### src/cdps_pkg.sv
// Shared types, constants and delay tables for the clock delay parameter search.
package cdps_pkg;

	localparam int unsigned DELAY_W = 20;
	localparam int unsigned SEL_W = 3;
	localparam int unsigned FRAC_W = 6;
	localparam int unsigned STEP_W = 14;
	localparam int unsigned OFFSET_W = 17;
	localparam int unsigned TABLE_DEPTH = 32;

	typedef enum logic [1:0] {
		ST_IDLE,
		ST_SEARCH,
		ST_DONE
	} state_t;

	// One candidate setting presented to the compare unit.
	typedef struct packed {
		logic                 valid;
		logic                 first;
		logic [SEL_W-1:0]     ramp;
		logic [SEL_W-1:0]     mask;
		logic [FRAC_W-1:0]    frac;
		logic [DELAY_W-1:0]   delay;
		logic [DELAY_W-1:0]   target;
	} cand_t;

	// Fine step per fraction unit, Q0.16 ns held in 14 bits, indexed by {ramp, capacitor count}.
	localparam logic [STEP_W-1:0] STEP_TABLE [TABLE_DEPTH] = '{
		14'd4146, 14'd5528, 14'd6910, 14'd8292,
		14'd2073, 14'd2764, 14'd3455, 14'd4146,
		14'd1382, 14'd1843, 14'd2303, 14'd2764,
		14'd1037, 14'd1382, 14'd1728, 14'd2073,
		14'd829,  14'd1106, 14'd1382, 14'd1658,
		14'd691,  14'd921,  14'd1152, 14'd1382,
		14'd592,  14'd790,  14'd987,  14'd1185,
		14'd518,  14'd691,  14'd864,  14'd1037
	};

	// Base offset, Q1.16 ns, indexed by {ramp, capacitor count}.
	localparam logic [OFFSET_W-1:0] OFFSET_TABLE [TABLE_DEPTH] = '{
		17'd112067, 17'd114033, 17'd115999, 17'd117965,
		17'd99942,  17'd100925, 17'd101908, 17'd102892,
		17'd87163,  17'd87818,  17'd88474,  17'd89129,
		17'd74220,  17'd74711,  17'd75203,  17'd75694,
		17'd61211,  17'd61604,  17'd61997,  17'd62390,
		17'd48169,  17'd48497,  17'd48824,  17'd49152,
		17'd35109,  17'd35389,  17'd35670,  17'd35951,
		17'd22036,  17'd22282,  17'd22528,  17'd22774
	};

	function automatic logic [1:0] cap_count(input logic [SEL_W-1:0] mask);
		cap_count = {1'b0, mask[0]} + {1'b0, mask[1]} + {1'b0, mask[2]};
	endfunction

	function automatic logic [STEP_W-1:0] step_lookup(input logic [SEL_W-1:0] ramp,
			input logic [SEL_W-1:0] mask);
		step_lookup = STEP_TABLE[{ramp, cap_count(mask)}];
	endfunction

	function automatic logic [OFFSET_W-1:0] offset_lookup(input logic [SEL_W-1:0] ramp,
			input logic [SEL_W-1:0] mask);
		offset_lookup = OFFSET_TABLE[{ramp, cap_count(mask)}];
	endfunction

endpackage

### src/clock_delay_parameter_search.sv
// Top level of the clock delay parameter search.
//
//  channel  direction  handshake          payload
//  in       input      in_valid/in_stall  delay_target
//  out      output     out_valid/out_stall ramp_select, cap_select, fraction,
//                                          achieved_delay, abs_error
//
// One request visits 8 * 8 * (FRACTION_MAX + 1) candidates (3072 by default),
// one per cycle through the single error compare unit; the request is taken
// in the idle state and the result is held until out_stall is low.
// The delay accumulator adds one fine step per candidate, reloading the
// offset when the ramp or mask setting moves on.
// Reset clears the sequencer state and counters; the delay, target and result registers are loaded by the search.
// The next request is taken only after the result transfer completes.
module clock_delay_parameter_search #(
	parameter int unsigned FRACTION_MAX = 47
) (
	input  logic                          clk,
	input  logic                          arst_n,
	input  logic                          in_valid,
	output logic                          in_stall,
	input  logic [cdps_pkg::DELAY_W-1:0]  delay_target,
	output logic                          out_valid,
	input  logic                          out_stall,
	output logic [cdps_pkg::SEL_W-1:0]    ramp_select,
	output logic [cdps_pkg::SEL_W-1:0]    cap_select,
	output logic [cdps_pkg::FRAC_W-1:0]   fraction,
	output logic [cdps_pkg::DELAY_W-1:0]  achieved_delay,
	output logic [cdps_pkg::DELAY_W-1:0]  abs_error
);
	import cdps_pkg::*;

	cand_t cand;

	cdps_seq #(
		.FRACTION_MAX(FRACTION_MAX)
	) u_seq (
		.clk          (clk),
		.arst_n       (arst_n),
		.in_valid     (in_valid),
		.in_stall     (in_stall),
		.delay_target (delay_target),
		.out_valid    (out_valid),
		.out_stall    (out_stall),
		.cand         (cand)
	);

	cdps_best u_best (
		.clk            (clk),
		.arst_n         (arst_n),
		.cand           (cand),
		.ramp_select    (ramp_select),
		.cap_select     (cap_select),
		.fraction       (fraction),
		.achieved_delay (achieved_delay),
		.abs_error      (abs_error)
	);

endmodule

### src/cdps_seq.sv
// Sequencer: walks ramp, mask and fraction and accumulates the candidate delay.
module cdps_seq #(
	parameter int unsigned FRACTION_MAX = 47
) (
	input  logic                          clk,
	input  logic                          arst_n,
	input  logic                          in_valid,
	output logic                          in_stall,
	input  logic [cdps_pkg::DELAY_W-1:0]  delay_target,
	output logic                          out_valid,
	input  logic                          out_stall,
	output cdps_pkg::cand_t               cand
);
	import cdps_pkg::*;

	localparam logic [FRAC_W-1:0] FRAC_LAST = FRAC_W'(FRACTION_MAX);
	localparam logic [SEL_W-1:0] SEL_LAST = {SEL_W{1'b1}};

	state_t state_q, state_nx;
	logic [SEL_W-1:0] ramp_q, mask_q, ramp_nx, mask_nx;
	logic [FRAC_W-1:0] frac_q;
	logic [DELAY_W-1:0] delay_q, target_q;
	logic in_xfer, frac_wrap, last_cand;

	assign in_xfer = in_valid && !in_stall;
	assign frac_wrap = (frac_q == FRAC_LAST);
	assign last_cand = frac_wrap && (mask_q == SEL_LAST) && (ramp_q == SEL_LAST);
	assign mask_nx = mask_q + SEL_W'(1);
	assign ramp_nx = (mask_q == SEL_LAST) ? ramp_q + SEL_W'(1) : ramp_q;

	always_comb begin
		state_nx = state_q;
		case (state_q)
			ST_IDLE: begin
				if (in_valid) state_nx = ST_SEARCH;
			end
			ST_SEARCH: begin
				if (last_cand) state_nx = ST_DONE;
			end
			ST_DONE: begin
				if (!out_stall) state_nx = ST_IDLE;
			end
			default: state_nx = ST_IDLE;
		endcase
	end

	always_comb begin
		in_stall = (state_q != ST_IDLE);
		out_valid = (state_q == ST_DONE);
		cand.valid = (state_q == ST_SEARCH);
		cand.first = (ramp_q == '0) && (mask_q == '0) && (frac_q == '0);
		cand.ramp = ramp_q;
		cand.mask = mask_q;
		cand.frac = frac_q;
		cand.delay = delay_q;
		cand.target = target_q;
	end

	always_ff @(posedge clk or negedge arst_n) begin
		if (!arst_n) begin
			state_q <= ST_IDLE;
			ramp_q <= '0;
			mask_q <= '0;
			frac_q <= '0;
		end else begin
			state_q <= state_nx;
			if (in_xfer) begin
				ramp_q <= '0;
				mask_q <= '0;
				frac_q <= '0;
			end else if (state_q == ST_SEARCH) begin
				if (frac_wrap) begin
					frac_q <= '0;
					mask_q <= mask_nx;
					ramp_q <= ramp_nx;
				end else begin
					frac_q <= frac_q + FRAC_W'(1);
				end
			end
		end
	end

	// Reload the offset at each new setting, otherwise add one fine step.
	always_ff @(posedge clk) begin
		if (in_xfer) begin
			target_q <= delay_target;
			delay_q <= DELAY_W'(offset_lookup('0, '0));
		end else if (state_q == ST_SEARCH) begin
			if (frac_wrap) begin
				delay_q <= DELAY_W'(offset_lookup(ramp_nx, mask_nx));
			end else begin
				delay_q <= delay_q + DELAY_W'(step_lookup(ramp_q, mask_q));
			end
		end
	end

`ifndef SYNTHESIS
	a_frac_range: assert property (@(posedge clk) disable iff (!arst_n)
		cand.valid |-> (cand.frac <= FRAC_LAST))
		else $error("fraction counter beyond its last value");
	a_start_first: assert property (@(posedge clk) disable iff (!arst_n)
		in_xfer |=> (cand.valid && cand.first))
		else $error("search did not start at the first candidate");
	a_last_done: assert property (@(posedge clk) disable iff (!arst_n)
		(cand.valid && last_cand) |=> out_valid)
		else $error("no result after the last candidate");
	a_excl: assert property (@(posedge clk) disable iff (!arst_n)
		!(out_valid && cand.valid))
		else $error("result offered while still searching");
`endif

endmodule

### src/cdps_best.sv
// Shared compare unit: error of each candidate and the running best setting.
module cdps_best (
	input  logic                          clk,
	input  logic                          arst_n,
	input  cdps_pkg::cand_t               cand,
	output logic [cdps_pkg::SEL_W-1:0]    ramp_select,
	output logic [cdps_pkg::SEL_W-1:0]    cap_select,
	output logic [cdps_pkg::FRAC_W-1:0]   fraction,
	output logic [cdps_pkg::DELAY_W-1:0]  achieved_delay,
	output logic [cdps_pkg::DELAY_W-1:0]  abs_error
);
	import cdps_pkg::*;

	logic [SEL_W-1:0] ramp_q, mask_q;
	logic [FRAC_W-1:0] frac_q;
	logic [DELAY_W-1:0] delay_q, err_q, err;
	logic take;

	assign err = (cand.delay > cand.target) ? cand.delay - cand.target
		: cand.target - cand.delay;
	// Keep the earlier candidate on a tie.
	assign take = cand.valid && (cand.first || (err < err_q));

	always_ff @(posedge clk) begin
		if (take) begin
			ramp_q <= cand.ramp;
			mask_q <= cand.mask;
			frac_q <= cand.frac;
			delay_q <= cand.delay;
			err_q <= err;
		end
	end

	assign ramp_select = ramp_q;
	assign cap_select = mask_q;
	assign fraction = frac_q;
	assign achieved_delay = delay_q;
	assign abs_error = err_q;

`ifndef SYNTHESIS
	a_first_taken: assert property (@(posedge clk) disable iff (!arst_n)
		(cand.valid && cand.first) |=> (ramp_q == '0 && mask_q == '0 && frac_q == '0))
		else $error("first candidate not taken");
	a_err_match: assert property (@(posedge clk) disable iff (!arst_n)
		$past(cand.valid) |-> (err_q == ((delay_q > cand.target) ? delay_q - cand.target
			: cand.target - delay_q)))
		else $error("stored error does not match stored delay");
	a_err_falls: assert property (@(posedge clk) disable iff (!arst_n)
		($past(cand.valid) && !$past(cand.first)) |-> (err_q <= $past(err_q)))
		else $error("best error grew during the search");
`endif

endmodule
### config.mk
export PLATFORM = sky130hd
export DESIGN_NAME = clock_delay_parameter_search
export DESIGN_NICKNAME = d
export VERILOG_FILES = /design/src/cdps_pkg.sv /design/src/clock_delay_parameter_search.sv /design/src/cdps_seq.sv /design/src/cdps_best.sv
export SDC_FILE = /design/constraint.sdc
export NUM_CORES = 1
export LEC_CHECK = 0
export ABC_AREA = 1
export CELL_PAD_IN_SITES_DETAIL_PLACEMENT = 1
export CELL_PAD_IN_SITES_GLOBAL_PLACEMENT = 2
export CORE_MARGIN = 5
export CORE_UTILIZATION = 39
export CTS_CLUSTER_SIZE = 20
export DETAILED_ROUTE_END_ITERATION = 10
export DONT_BUFFER_PORTS = 1
export PLACE_DENSITY_LB_ADDON = 0.1
export SYNTH_ARGS = -nofsm -noshare
export SYNTH_HDL_FRONTEND = slang
export SYNTH_SLANG_ARGS = --single-unit
### constraint.sdc
create_clock -name clk -period 17.1 [get_ports clk]
set_input_delay 2.565 -clock clk [delete_from_list [all_inputs] [get_ports clk]]
set_output_delay 2.565 -clock clk [all_outputs]
set_load 0.01 [all_outputs]
---- After elaboration in Yosys (flattened, before gate mapping) ----
Memory sizes are Yosys's and may differ from the RTL's.
Index checks and enable logic that the tools add are counted.
storage, ports and cells
  bits in registers ....................... 106
  memory bits (read-only) ................. 992
  output and inout port bits .............. 54
  logic and storage cells ................. 74
  memories kept ........................... 2
operators by class
  add/sub/neg operators ................... 10
  $lt $le $gt $ge ......................... 4
  eq/ne operators ......................... 8
  multiplexer cells ....................... 20
  bitwise gates (word level) .............. 2
  reductions and logical operators ........ 17
memories
  name             words  bits a word  rd ports  clocked after memory_dff  write ports  RTL line        text
  (no name shown)  32     17           1         0                         0            cdps_pkg.sv:63  offset_lookup = OFFSET_TABLE[{ramp, cap_count(mask)}];
  (no name shown)  32     14           1         0                         0            cdps_pkg.sv:58  step_lookup = STEP_TABLE[{ramp, cap_count(mask)}];
operators with widths
  kind                                                           number
  20-bit 2-to-1 mux                                              2
  20-bit subtractor                                              2
  17-bit 2-to-1 mux                                              2
  14-bit 2-to-1 mux                                              2
  3-bit 2-to-1 mux                                               7
  20-bit by 14-bit adder with 20-bit output                      1
  20-bit greater-than comparator                                 1
  20-bit less-than comparator                                    1
  6-bit 2-to-1 mux                                               3
  6-bit greater-or-equal comparator, second input constant       2
  5-bit NOT with 6-bit output                                    2
  3-bit by 1-bit adder with 3-bit output, second input constant  2
  6-bit by 1-bit adder with 6-bit output, second input constant  1
  3-bit equality test, second input constant                     2
  6-bit equality test, second input constant                     1
  1-bit logical AND                                              6
  3-bit logical NOT                                              2
  6-bit logical NOT                                              1
  2-bit 2-to-1 mux                                               3
  2-bit inequality test, second input constant                   3
  2-bit case mux with 3 select lines                             1
  2-bit nonzero test                                             3
  1-bit by 1-bit adder with 2-bit output                         2
  2-bit by 1-bit adder with 2-bit output                         2
  7 further kinds                                                7

---- Logic depth before layout (Yosys ltp) ----
Gate-level depths: netlist of the first run.
  depth in word-level cells ............... 8
  depth in mapped cells ................... 25

---- By module ----
From an unflattened synthesis of the first run, not the netlist that was laid out.
unflattened totals
  cell total of the unflattened synthesis .. 1372
  area, all modules ....................... 9487.8 um2
by module, submodules not included
  module     times used  cells an instance  area an instance (um2)
  cdps_best  1           669                4820.9
  cdps_seq   1           703                4667.0

---- Worst setup path before layout of the first run ----
OpenSTA, ideal clock, no wires.
  path kind ............................... register to register
  start ................................... register u_seq.delay_q[0]
  end ..................................... register u_best.err_q[0] (netlist: u_best.abs_error[0]), enable pin
  arrival time ............................ 5149 ps
  data required time ...................... 16621 ps
  setup slack ............................. 11472 ps
  stages on the path, launching flop included .. 24
  buffers on the path ..................... 1
  period minus slack after synthesis ...... 5628 ps
  cells stage by stage .................... dfxtp_1 inv_1 ha_1 inv_1 fa_1 nand3_1 nand3_1 nand2_1 nand3_2 nand2_2 nand2_2 nand2_4 buf_6 o21ai_1 nand2_1 inv_1 ha_1 a21oi_1 nor2_1 nor2_1 nand3_1 nand2_1 nand3_1 a21oi_1
on the way
  word-level cells in the longest chain between the ends .. 5
  elaborated cells on any way between the ends .. 7
  those cells by class .................... add/sub (2); order compare (2); mux (1); reduce/logical (2)
ends and longest elaborated chain
  what                                       RTL line         text
  start, declared                            cdps_seq.sv:22   logic [DELAY_W-1:0] delay_q, target_q;
  start signal, assigned                     cdps_seq.sv:87   delay_q <= DELAY_W'(offset_lookup('0, '0));
  start signal, assigned                     cdps_seq.sv:90   delay_q <= DELAY_W'(offset_lookup(ramp_nx, mask_nx));
  start signal, assigned                     cdps_seq.sv:92   delay_q <= delay_q + DELAY_W'(step_lookup(ramp_q, mask_q));
  20-bit subtractor (tied with other cells)  cdps_best.sv:20  : cand.target - cand.delay;
  20-bit 2-to-1 mux (*)                      cdps_best.sv:19  assign err = (cand.delay > cand.target) ? cand.delay - cand.target
  named net u_best.err[9]                    cdps_best.sv:16  logic [DELAY_W-1:0] delay_q, err_q, err;
  20-bit less-than comparator (*)            cdps_best.sv:22  assign take = cand.valid && (cand.first || (err < err_q));
  1-bit logical OR (*)                       cdps_best.sv:22
  1-bit logical AND (*)                      cdps_best.sv:22
  named net u_best.take                      cdps_best.sv:17  logic take;
  end signal, assigned                       cdps_best.sv:30  err_q <= err;
  end, declared                              cdps_best.sv:16
The timed path passes the listed nets; every way through them passes the cells marked *.
A chain may end at the register's enable or synchronous reset.

---- Worst setup path in the final report of the first run ----
  start ................................... register u_seq.delay_q[0]
  end ..................................... register u_best.err_q[5] (netlist: u_best.abs_error[5]), enable pin
Same word-level chain as after synthesis.

==> results.sh, run 1 <==
export IMPL_setup_worst_path_end_class="flop"
export IMPL_synthDominantAreaCellType="edfxtp_1"
export IMPL_final_setup_skew_ns=0.0153
export IMPL_largest_net_degree_at_the_start_of_global_routing=32
export IMPL_synth_distinct_cells=47
export IMPL_critical_path_startpoint_type="flop"
export IMPL_hold_class="flop to flop"
export IMPL_die_w_um=166
export IMPL_postRouteAntennaNets=0
export IMPL_grt_ovfl_total=0
export IMPL_worstSetupPathType="flop to flop"
export IMPL_max_freq_mhz=197
export IMPL_ys_seq_area_frac=0.306
export IMPL_synth_cells=1419
export IMPL_antenna_found_initial=1
export IMPL_drv_slew=0
export IMPL_detail_route_wl_per_cell_um=18.7
export IMPL_synth_area_sq_um=9510
export IMPL_clkSinkCount=106
export IMPL_finalWorstPathRequiredPeriod_ns=5.07
export IMPL_ys_warn_count=0
export IMPL_yosysTopAreaCellShare=0.227
export IMPL_wire_length_of_the_first_global_routing_pass_um=50900
export IMPL_status="finished clean"
export IMPL_port_buffer_count=0
export IMPL_first_iter_violations=359
export IMPL_cts_htree_levels=3
export IMPL_floorplan_initialDensity=0.393
export IMPL_report_final_setup_viol=0
export IMPL_max_slew_worst_pin_slew_ns=0.986
export IMPL_p_total_mw=2.34
export IMPL_routed_via_count=8909
export IMPL_path_max_fanout=31
export IMPL_min_delay_path_depth=0
export IMPL_seqCellArea_sq_um=2910
export IMPL_tritoncts="yes"
export IMPL_fp_dieArea_sq_um=27600
export IMPL_post_cts_repair_setup_buffers=0
export IMPL_num_nets_final=1529
export IMPL_worst_endpoint_required_time_ns=17.10
export IMPL_drive_above_1_share=0.0411
export IMPL_clk_path_buf_depth=2
export IMPL_gp_routability_congestion=0.896
export IMPL_cell_area_power_density_nw_per_um2=232
export IMPL_areaGrowthSynthToFinish_pct=6.23
export IMPL_floorplan_rows=57
export IMPL_clock_root_buffer="clkbuf_16"
export IMPL_fin_crit_sh=0.297
export IMPL_postCtsHoldBufs=0
export IMPL_multi_input_comb_area_sq_um=5460
export IMPL_cts_made_buffers=9
export IMPL_pin_count=78
export IMPL_core_area_sq_um=24200
export IMPL_global_route_peak_usage_layer="met2"
export IMPL_grt_util_met2=0.443
export IMPL_async_flop_share=0.132
export IMPL_rsz0062_at_grt="no"
export IMPL_use_met1=0.262
export IMPL_vias_in_the_first_global_route=9422
export IMPL_max_slew_margin=0.342
export IMPL_dp_hpwl_um=26500
export IMPL_fillCellCount=3207
export IMPL_setup_tns_final_ns=0
export IMPL_globalRouteMet3Util=0.0269
export IMPL_track_usage=0.232
export IMPL_reg2regPathDepth=22
export IMPL_postSynthAreaPerCell_sq_um=6.70
export IMPL_finalHoldViolations=0
export IMPL_worst_skew_late_latency_ns=0.37
export IMPL_routed_wl_um=32400
export IMPL_synth_enable_flop_cells=72
export IMPL_count_of_cells_resized_by_post_cts_repair=0
export IMPL_yosys_register_bits=106
export IMPL_drv_max_cap_violation_count=0
export IMPL_leakage_nw=5.30
export IMPL_yosys_top_cells_area="edfxtp_1 (23%), nand2_1 (18%), ha_1 (13%), inv_1 (9.9%), nand3_1 (4.9%)"
export IMPL_chipHeight_um=166
export IMPL_clkSlewWorstSetupHoldPaths_ns=0.09
export IMPL_routed_via_density=5.13
export IMPL_remaining_drc_errors=0
export IMPL_ir_drop_worst_vdd_mv=0.0764
export IMPL_post_synth_top_flop="edfxtp_1"
export IMPL_synth_fp_nets=1543
export IMPL_cp_arrival_ns=5.08
export IMPL_firstDrtPassIters=4
==> worst paths after layout <==
path	start	end	slack [ns]
setup / recovery	u_seq.delay_q[0]	u_best.abs_error[5]	12.03
hold / removal	u_seq.frac_q[1]	u_best.fraction[1]	0.49
setup reg to reg	u_seq.delay_q[0]	u_best.abs_error[5]	12.03
hold reg to reg	u_seq.frac_q[1]	u_best.fraction[1]	0.49
max in group asynchronous	arst_n	u_seq.state_q[1]	15.15
min in group asynchronous	arst_n	u_seq.mask_q[1]	1.87
==> metrics by stage <==
| stage | setup slack [ns] | hold WS, ns | utilization | std cells | area (sq um) |
|---|---|---|---|---|---|
| finish | 12.03 | 0.494 | 0.418 | 1735 | 10100 |
| CTS | 11.99 | 0.501 | 0.418 | 1734 | 10100 |
| detailed placement | 12.00 | 0.480 | 0.404 | 1718 | 9780 |
| global route | 11.66 | 0.511 | 0.418 | 1735 | 10100 |
| floorplan | 11.47 | 0.434 | - | 1419 | 9510 |
| global placement | 12.12 | 0.470 | 0.404 | 1718 | 9780 |
==> cell families (layout without fill, tap and decap cells) <==
family | after synthesis | count (layout) | share of synthesized area
AOI/OAI and AO/OA | 180 | 180 | 0.105
xor gates and xnor gates | 18 | 18 | 0.0166
adders and majority gates | 100 | 100 | 0.135
buffers and inverters | 288 | 279 | 0.121
DFF | 106 | 106 | 0.306
other | 0 | 1 | 0
and+or+nand+nor | 727 | 727 | 0.317
==> state kept, by name, indices dropped and copies added, names as in the netlist, 6 cells and up <==
name,cells
u_best.achieved_delay,20
u_seq.delay_q,20
u_seq.frac_q,6
u_best.abs_error,20
u_seq.target_q,20
u_best.fraction,6
==> routing by layer <==
layer | up-vias | part of all wire
li1 | 4477 | -
met1 | 4253 | 0.41
met2 | 140 | 0.53
met3 | 39 | 0.027
met4 | 0 | 0.034
met5 | - | 0
==> final cells by class <==
cell class / instances / area share
Inverter: 260 / 0.0971
Antenna cell: 1 / 0.000248
Multi-Input combinational cell: 1025 / 0.540
Sequential cell: 106 / 0.288
Tap cell: 324 / 0.0401
Timing Repair Buffer: 3 / 0.00223
Clock buffer: 9 / 0.0223
Clock inverter: 7 / 0.00905
==> synth_stat cells, types with 2 or more instances <==
cell type / n
nand2_1: 461
a211oi_1: 3
ha_1: 96
nor2_1: 108
buf_6: 2
fa_1: 4
o21ai_2: 2
or2_2: 3
o32ai_1: 2
o21a_1: 2
inv_1: 251
clkbuf_1: 8
o22ai_1: 10
a31oi_1: 2
o21bai_1: 4
xor2_1: 12
buf_4: 5
a32oi_1: 2
xnor2_1: 6
o21ai_1: 7
and2_1: 2
o31ai_1: 3
nand3b_1: 2
nand4_1: 16
inv_2: 8
nor2_2: 3
buf_2: 9
dfxtp_1: 20
o211ai_1: 4
nor3_1: 16
buf_1: 3
nand2_2: 18
o221ai_1: 3
a21oi_1: 79
o21ai_0: 54
nand3_1: 94
dfrtp_1: 14
edfxtp_1: 72
==> cell usage in the layout, fill, tap and decap left out, types with 2 or more instances in the layout <==
cell type | synthesis | routed
clkinv_8 | 0 | 3
a31oi_1 | 2 | 2
inv_6 | 1 | 3
xor2_1 | 12 | 12
a32oi_1 | 2 | 2
or2_2 | 3 | 3
dfrtp_1 | 14 | 14
buf_4 | 5 | 3
o22ai_1 | 10 | 10
ha_1 | 96 | 96
nand4_1 | 16 | 16
inv_1 | 251 | 251
nor2_1 | 108 | 108
o21ai_0 | 54 | 54
nand3b_1 | 2 | 2
fa_1 | 4 | 4
and2_1 | 2 | 2
o21ai_2 | 2 | 2
a211oi_1 | 3 | 3
o21ai_1 | 7 | 7
o31ai_1 | 3 | 3
o21a_1 | 2 | 2
nand2_1 | 461 | 461
nand2_2 | 18 | 18
nor3_1 | 16 | 16
xnor2_1 | 6 | 6
o211ai_1 | 4 | 4
o32ai_1 | 2 | 2
o221ai_1 | 3 | 3
nand3_1 | 94 | 94
clkbuf_16 | 0 | 9
o21bai_1 | 4 | 4
nor2_2 | 3 | 3
dfxtp_1 | 20 | 20
edfxtp_1 | 72 | 72
a21oi_1 | 79 | 78
inv_2 | 8 | 8
==> report_power, final <==
part	internal [mW]	switching [mW]	leakage, nW	total, mW
logic	0.487	1.04	4.11	1.53
registers	0.459	0.131	1.04	0.589
clock network	0.106	0.118	0.152	0.224
total	1.05	1.29	5.30	2.34
==> critical path: stages, from the launching register on <==
cell and delay (ns):
dfxtp_1 0.42, inv_1 0.09, ha_1 0.17, inv_1 0.08
fa_1 0.42, nand3_1 0.11, nand3_1 0.18, nand2_1 0.14
nand3_2 0.12, nand2_2 0.10, nand2_2 0.06, nand2_4 0.23
inv_6 0.14, nand2_1 0.09, nand2_1 0.06, inv_1 0.07
ha_1 0.25, a21oi_1 0.16, o21ai_0 0.13, nor2_1 0.14
nand3_1 0.23, a21oi_4 0.70, buf_4 0.56
No activity file was read; power rests on OpenSTA's default activity.
==> run 2, diff against run 1 <==
- CORE_UTILIZATION: 39 -> 37
- clock period: 17.1 -> 5.3 ns (I/O delays scaled with it)
==> run 2 against run 1 <==
Against the previous run:
- global-route usage fell by 0.60 points
- highest routed layer unchanged
- total power rose to 3.2 times the previous value
- via count rose by 0.21%
- die area rose by 5.1%
- clock skew rose by 0.0025 ns
- flip-flop and latch count did not move
- core utilization fell by 1.7 points
- worst hold slack got worse by 0.39 ns
- count of clock-buffer cells in the layout did not move
- cell area rose by 0.22%
==> results.sh, run 2 (synthesis gave the netlist of run 1 again) <==
export IMPL_clkSlewWorstSetupHoldPaths_ns=0.10
export IMPL_drv_max_cap_violation_count=0
export IMPL_cell_area_power_density_nw_per_um2=750
export IMPL_num_nets_final=1530
export IMPL_hold_class="input pin to async pin"
export IMPL_worst_endpoint_required_time_ns=5.34
export IMPL_largest_net_degree_at_the_start_of_global_routing=53
export IMPL_antenna_cells=0
export IMPL_finalHoldWorstSlack_ns=0.101
export IMPL_status="finished clean"
export IMPL_layout_common_cells="nand2_1 (461), inv_1 (251), nor2_1 (108)"
export IMPL_fillCellCount=3311
export IMPL_layout_core_utilization=0.401
export IMPL_drv_slew=0
export IMPL_instances_no_fill=1741
export IMPL_cts_made_buffers=9
export IMPL_max_freq_mhz=233
export IMPL_detail_route_wl_per_cell_um=18.7
export IMPL_count_of_cells_resized_by_post_cts_repair=0
export IMPL_final_setup_skew_ns=0.0179
export IMPL_firstDrtPassIters=4
export IMPL_track_usage=0.226
export IMPL_core_area_sq_um=25300
export IMPL_chipHeight_um=170
export IMPL_port_buffer_count=0
export IMPL_cts_htree_levels=3
export IMPL_grt_ovfl_total=0
export IMPL_max_slew_margin=0.327
export IMPL_routed_wl_um=32500
export IMPL_dp_hpwl_um=26800
export IMPL_setup_tns_final_ns=0
export IMPL_postRouteAntennaNets=0
export IMPL_die_w_um=170
export IMPL_first_iter_violations=330
export IMPL_pin_count=78
export IMPL_worst_skew_late_latency_ns=0.37
export IMPL_clkSinkCount=106
export IMPL_routed_via_count=8928
export IMPL_path_max_fanout=52
export IMPL_floorplan_initialDensity=0.376
export IMPL_critical_path_startpoint_type="flop"
export IMPL_worstSetupPathType="flop to flop"
export IMPL_finalWorstPathRequiredPeriod_ns=4.29
export IMPL_vias_in_the_first_global_route=9441
export IMPL_drive_above_1_share=0.0418
export IMPL_cp_arrival_ns=4.33
export IMPL_wire_length_of_the_first_global_routing_pass_um=51000
export IMPL_areaGrowthSynthToFinish_pct=6.46
export IMPL_antenna_found_initial=0
export IMPL_layout_commonest_cell="nand2_1"
export IMPL_postCtsHoldBufs=0
export IMPL_placedCellCount=1725
export IMPL_report_final_setup_viol=0
export IMPL_remaining_drc_errors=0
export IMPL_floorplan_rows=58
export IMPL_layout_cell_area_non_filler_sq_um=10100
export IMPL_clock_root_buffer="clkbuf_16"
export IMPL_gp_routability_congestion=0.896
export IMPL_fp_dieArea_sq_um=29000
export IMPL_ir_drop_worst_vdd_mv=0.572
export IMPL_max_slew_worst_pin_slew_ns=1.01
export IMPL_finalHoldViolations=0
export IMPL_dpl_cell_area_sq_um=9810
export IMPL_leakage_nw=5.31
export IMPL_setup_worst_path_end_class="flop"
export IMPL_clk_path_buf_depth=2
export IMPL_tritoncts="yes"
export IMPL_routed_via_density=5.13
export IMPL_fin_crit_sh=0.810
export IMPL_rsz0062_at_grt="no"
export IMPL_post_cts_repair_setup_buffers=0
[run 2: critical path: stages (launching register included)]
cell and delay [ns]:
dfxtp_1 0.40, inv_1 0.09, ha_1 0.17, inv_1 0.08, fa_1 0.46, nand3_1 0.12
nand3_1 0.21, nand2_1 0.16, nand3_2 0.12, nand2_2 0.09, nand2_2 0.06, nand2_4 0.25
inv_6 0.14, nand2_1 0.08, nand2_1 0.06, ha_1 0.28, a21oi_1 0.16, o21ai_0 0.19
nand3_1 0.17, nand3_1 0.14, a21oi_4 0.19, buf_12 0.32
[run 2: metal layers]
| metal | vias to the layer above | share of wire | GRT usage |
|---|---|---|---|
| li1 | 4478 | - | - |
| met1 | 4275 | 0.42 | 0.261 |
| met2 | 131 | 0.53 | 0.429 |
| met3 | 44 | 0.022 | 0.0223 |
| met4 | 0 | 0.034 | 0.0799 |
| met5 | - | 0 | 0 |
[run 2: path summary, 6_finish.rpt]
kind / start / end / slack (ns) / depth (start not counted)
worst max register to register: u_seq.delay_q[0] / u_best.achieved_delay[7] / 1.01 / 21
min in group clk: u_seq.frac_q[0] / u_best.fraction[0] / 0.50 / 0
max in group asynchronous: arst_n / u_seq.ramp_q[2] / 5.12 / 0
worst max-delay path: u_seq.delay_q[0] / u_best.achieved_delay[7] / 1.01 / 21
worst min register to register: u_seq.frac_q[0] / u_best.fraction[0] / 0.50 / 0
worst min-delay path: arst_n / u_seq.mask_q[2] / 0.10 / 0
[run 2: area by class of cell]
type / count / area, sq um / area share
Clock buffer: 9 / 225 / 0.0223
Clock inverter: 7 / 88.8 / 0.00878
Inverter: 260 / 981 / 0.0969
Multi-Input combinational cell: 1025 / 5460 / 0.539
Sequential cell: 106 / 2910 / 0.288
Tap cell: 330 / 413 / 0.0408
Timing Repair Buffer: 4 / 42.5 / 0.00420
[run 2: power by group]
group          switching, mW  internal [mW]
logic                   3.36           1.61
clock network          0.385          0.344
registers              0.420           1.48
total                   4.16           3.43
[run 2: per-stage QoR]
stage,power [mW],worst slack (ns)
after global placement,6.80,0.985
final,7.59,1.01
after floorplan,5.41,0.823
after global routing,8.41,0.651
after detailed placement,6.91,0.965
after CTS,7.67,0.916
==> run 3, diff against run 2 <==
- ABC_AREA: 1 -> 0
- CORE_UTILIZATION: 37 -> 36
- clock period: 5.3 -> 3.6 ns (I/O delays scaled with it)
==> run 3 against run 2 <==
Against the previous run:
- the run now ends with setup timing left
- non-clock buffer count grew 273
- flip-flop and latch count unchanged
- synthesized cell count shrank 34%
- highest routed layer unchanged
- maximum frequency decreased by 6.5%
- clock skew fell by 0.0026 ns
- worst hold slack improved by 0.18 ns
- final cell count fell by 16%
- worst setup slack got worse by 2.0 ns
- first-iteration DRC count rose by 19%
==> results.sh, run 3 <==
export IMPL_synth_common_cells="ha_1 (96), a21oi_1 (86), inv_1 (84)"
export IMPL_synth_distinct_cells=73
export IMPL_pre_cts_slack_ns=-1.18
export IMPL_worst_path_buf_inv=6
export IMPL_worst_endpoint_required_time_ns=3.68
export IMPL_timing_critical_path_slowest_stage_cell="edfxtp_1"
export IMPL_async_flop_share=0.132
export IMPL_dpl_cell_area_sq_um=10200
export IMPL_synthDominantAreaCellType="edfxtp_1"
export IMPL_max_slew_worst_pin_slew_ns=0.780
export IMPL_first_iter_violations=392
export IMPL_violations_in_the_final_reports="setup timing"
export IMPL_die_w_um=162
export IMPL_critical_path_startpoint_type="flop"
export IMPL_routed_via_count=8058
export IMPL_yosys_top_cells_area="edfxtp_1 (26%), ha_1 (14%), a21oi_1 (5.2%), dfxtp_1 (4.8%), o21ai_0 (4.5%)"
export IMPL_cts_htree_levels=3
export IMPL_clock_root_buffer="clkbuf_16"
export IMPL_setup_reg_to_reg_worst_slack_ns=-0.99
export IMPL_report_final_setup_viol=64
export IMPL_firstDrtPassIters=4
export IMPL_antenna_cells=0
export IMPL_gp_routability_congestion=0.876
export IMPL_drive_above_1_share=0.342
export IMPL_setup_tns_final_ns=-53.94
export IMPL_clkSlewWorstSetupHoldPaths_ns=0.08
export IMPL_areaGrowthSynthToFinish_pct=40.8
export IMPL_ys_warn_count=0
export IMPL_leakage_nw=5.21
export IMPL_cts_made_buffers=9
export IMPL_worstSetupPathType="flop to flop"
export IMPL_layout_commonest_cell="buf_4"
export IMPL_fillCellCount=2605
export IMPL_layout_cell_area_non_filler_sq_um=11700
export IMPL_ir_drop_worst_vdd_mv=0.669
export IMPL_track_usage=0.232
export IMPL_status="complete, but fails checks"
export IMPL_num_nets_final=1300
export IMPL_grt_ovfl_total=0
export IMPL_worst_skew_late_latency_ns=0.35
export IMPL_port_buffer_count=0
export IMPL_routed_wl_um=31000
export IMPL_final_setup_skew_ns=0.0153
export IMPL_post_synth_top_flop="edfxtp_1"
export IMPL_drv_slew=0
export IMPL_hold_class="input pin to flop"
export IMPL_path_max_fanout=5
export IMPL_finalWorstPathRequiredPeriod_ns=4.59
export IMPL_synth_cells=934
export IMPL_layout_common_cells="buf_4 (242), ha_1 (84), inv_1 (75)"
export IMPL_synth_fp_nets=1058
export IMPL_r2r_end="u_best.abs_error[1]"
export IMPL_layout_core_utilization=0.516
export IMPL_vias_in_the_first_global_route=8738
export IMPL_postSynthAreaPerCell_sq_um=8.88
export IMPL_cell_area_power_density_nw_per_um2=948
export IMPL_max_freq_mhz=218
export IMPL_max_slew_margin=0.479
export IMPL_multi_input_comb_area_sq_um=5390
export IMPL_antenna_found_initial=0
export IMPL_worstReg2RegStart="u_seq.target_q[0]"
export IMPL_routed_via_density=5.50
export IMPL_endpoint_of_the_worst_hold_path="u_seq.target_q[2]"
export IMPL_core_area_sq_um=22600
export IMPL_remaining_drc_errors=0
export IMPL_finalHoldViolations=0
export IMPL_placedCellCount=1400
export IMPL_synth_most_common_cell="ha_1"
export IMPL_fin_crit_sh=1.28
export IMPL_crit_path_cell_trace="ha_2 -> inv_2 -> fa_2 -> a221o_1 -> a311oi_2 -> buf_4 -> o31ai_4 -> a31o_4 -> buf_6 -> mux2_4 -> ha_4 -> a21boi_2 -> o21a_1 -> o21a_1 -> o21ai_1 -> a21oi_1 -> o21ai_1 -> nand3b_1 -> a31oi_4 -> buf_6 -> buf_12 -> buf_16"
export IMPL_worst_setup_margin_ns=-0.994
export IMPL_cpPeakStageDelay_ns=0.38
export IMPL_yosys_register_bits=106
export IMPL_synth_enable_flop_cells=72
export IMPL_worst_path_dominant_cell_family="compound AO/OA/AOI/OAI gates"
export IMPL_dp_hpwl_um=23200
export IMPL_chipHeight_um=162
export IMPL_postRouteAntennaNets=0
export IMPL_seqCellArea_sq_um=2910
export IMPL_synth_area_sq_um=8290
export IMPL_floorplan_initialDensity=0.366
export IMPL_min_delay_path_depth=0
export IMPL_clkSinkCount=106
export IMPL_floorplan_rows=55
export IMPL_fp_dieArea_sq_um=26200
export IMPL_clk_path_buf_depth=2
export IMPL_largest_net_degree_at_the_start_of_global_routing=30
export IMPL_setup_worst_path_end_class="flop"
export IMPL_ys_seq_area_frac=0.351
export IMPL_instances_no_fill=1466
export IMPL_detail_route_wl_per_cell_um=21.2
export IMPL_cp_arrival_ns=4.68
export IMPL_hp_start="delay_target[2]"
export IMPL_drv_max_cap_violation_count=0
export IMPL_yosysTopAreaCellShare=0.261
export IMPL_wire_length_of_the_first_global_routing_pass_um=48200
export IMPL_reg2regPathDepth=22
export IMPL_tritoncts="yes"
export IMPL_rsz0062_at_grt="yes"
export IMPL_pin_count=78
==> run 3: cell types whose count changed in the layout (fill, tap and decap cells not counted), sizes merged, moves of 15 or more <==
cell    delta
a211oi    +17
buf      +270
inv      -180
nand2    -413
nand3     -73
nor2      -31
xnor2     +15
==> run 3: worst max path at each step <==
stage	from	slack [ns]	depth (start not counted)	end
floorplan	u_seq.target_q[14]	-1.29	19	u_best.abs_error[0]
global placement	u_seq.delay_q[0]	-1.00	20	u_best.achieved_delay[4]
detailed placement	u_seq.delay_q[0]	-1.18	21	u_best.achieved_delay[5]
CTS	u_seq.target_q[0]	-1.02	22	u_best.abs_error[10]
global route	u_seq.target_q[0]	-1.18	22	u_best.abs_error[1]
finish	u_seq.target_q[0]	-0.99	22	u_best.abs_error[1]
==> run 3: where the power goes <==
part	total (mW)	switching, mW	leakage [nW]	internal (mW)
Combinational	7.39	3.65	4.01	3.74
Sequential	2.59	0.440	1.05	2.15
Clock	1.08	0.469	0.150	0.612
Total	11.1	4.56	5.21	6.51
==> run 3: stage by stage <==
step	hold WS (ns)	total power [mW]
2_1_floorplan	0.244	5.75
3_3_place_gp	0.245	7.74
3_5_place_dp	0.245	8.00
4_1_cts	0.263	10.8
5_1_grt	0.254	11.8
6_report	0.278	11.1
==> run 3: area by class of cell <==
cell class | instances | area share
inverter | 86 | 0.0279
timing repair buffer | 277 | 0.203
clock inverter | 5 | 0.00697
clock buffer | 11 | 0.0199
tap | 285 | 0.0306
multi-input combinational | 696 | 0.462
sequential | 106 | 0.250
==> run 3: cells by family after synthesis <==
group,count (synthesis),share of synthesized area
simple gates,256,0.147
buf+inv,132,0.0668
flops,106,0.351
xor+xnor,37,0.0391
fa+ha+maj,100,0.154
compound gates,290,0.225
mux,13,0.0161
==> run 3: routing by layer <==
metal  wire length (um)  vias to the layer above  share of wire  global-route usage
met5                  0                        -              0                   0
met4               1020                        0          0.033              0.0800
met3                945                       54          0.030              0.0302
met2              15400                      147           0.50               0.412
met1              13700                     3988           0.44               0.291
li1                   -                     3869              -                   -
==> run 3: repair_timing <==
item	4_1_cts	5_1_grt
endpoints found under the hold margin	14	0
gates resized for setup	110	44
gates cloned	5	2
setup buffers	27	21
pin swaps	43	44
hold buffers	1	0
setup endpoints to repair	68	69
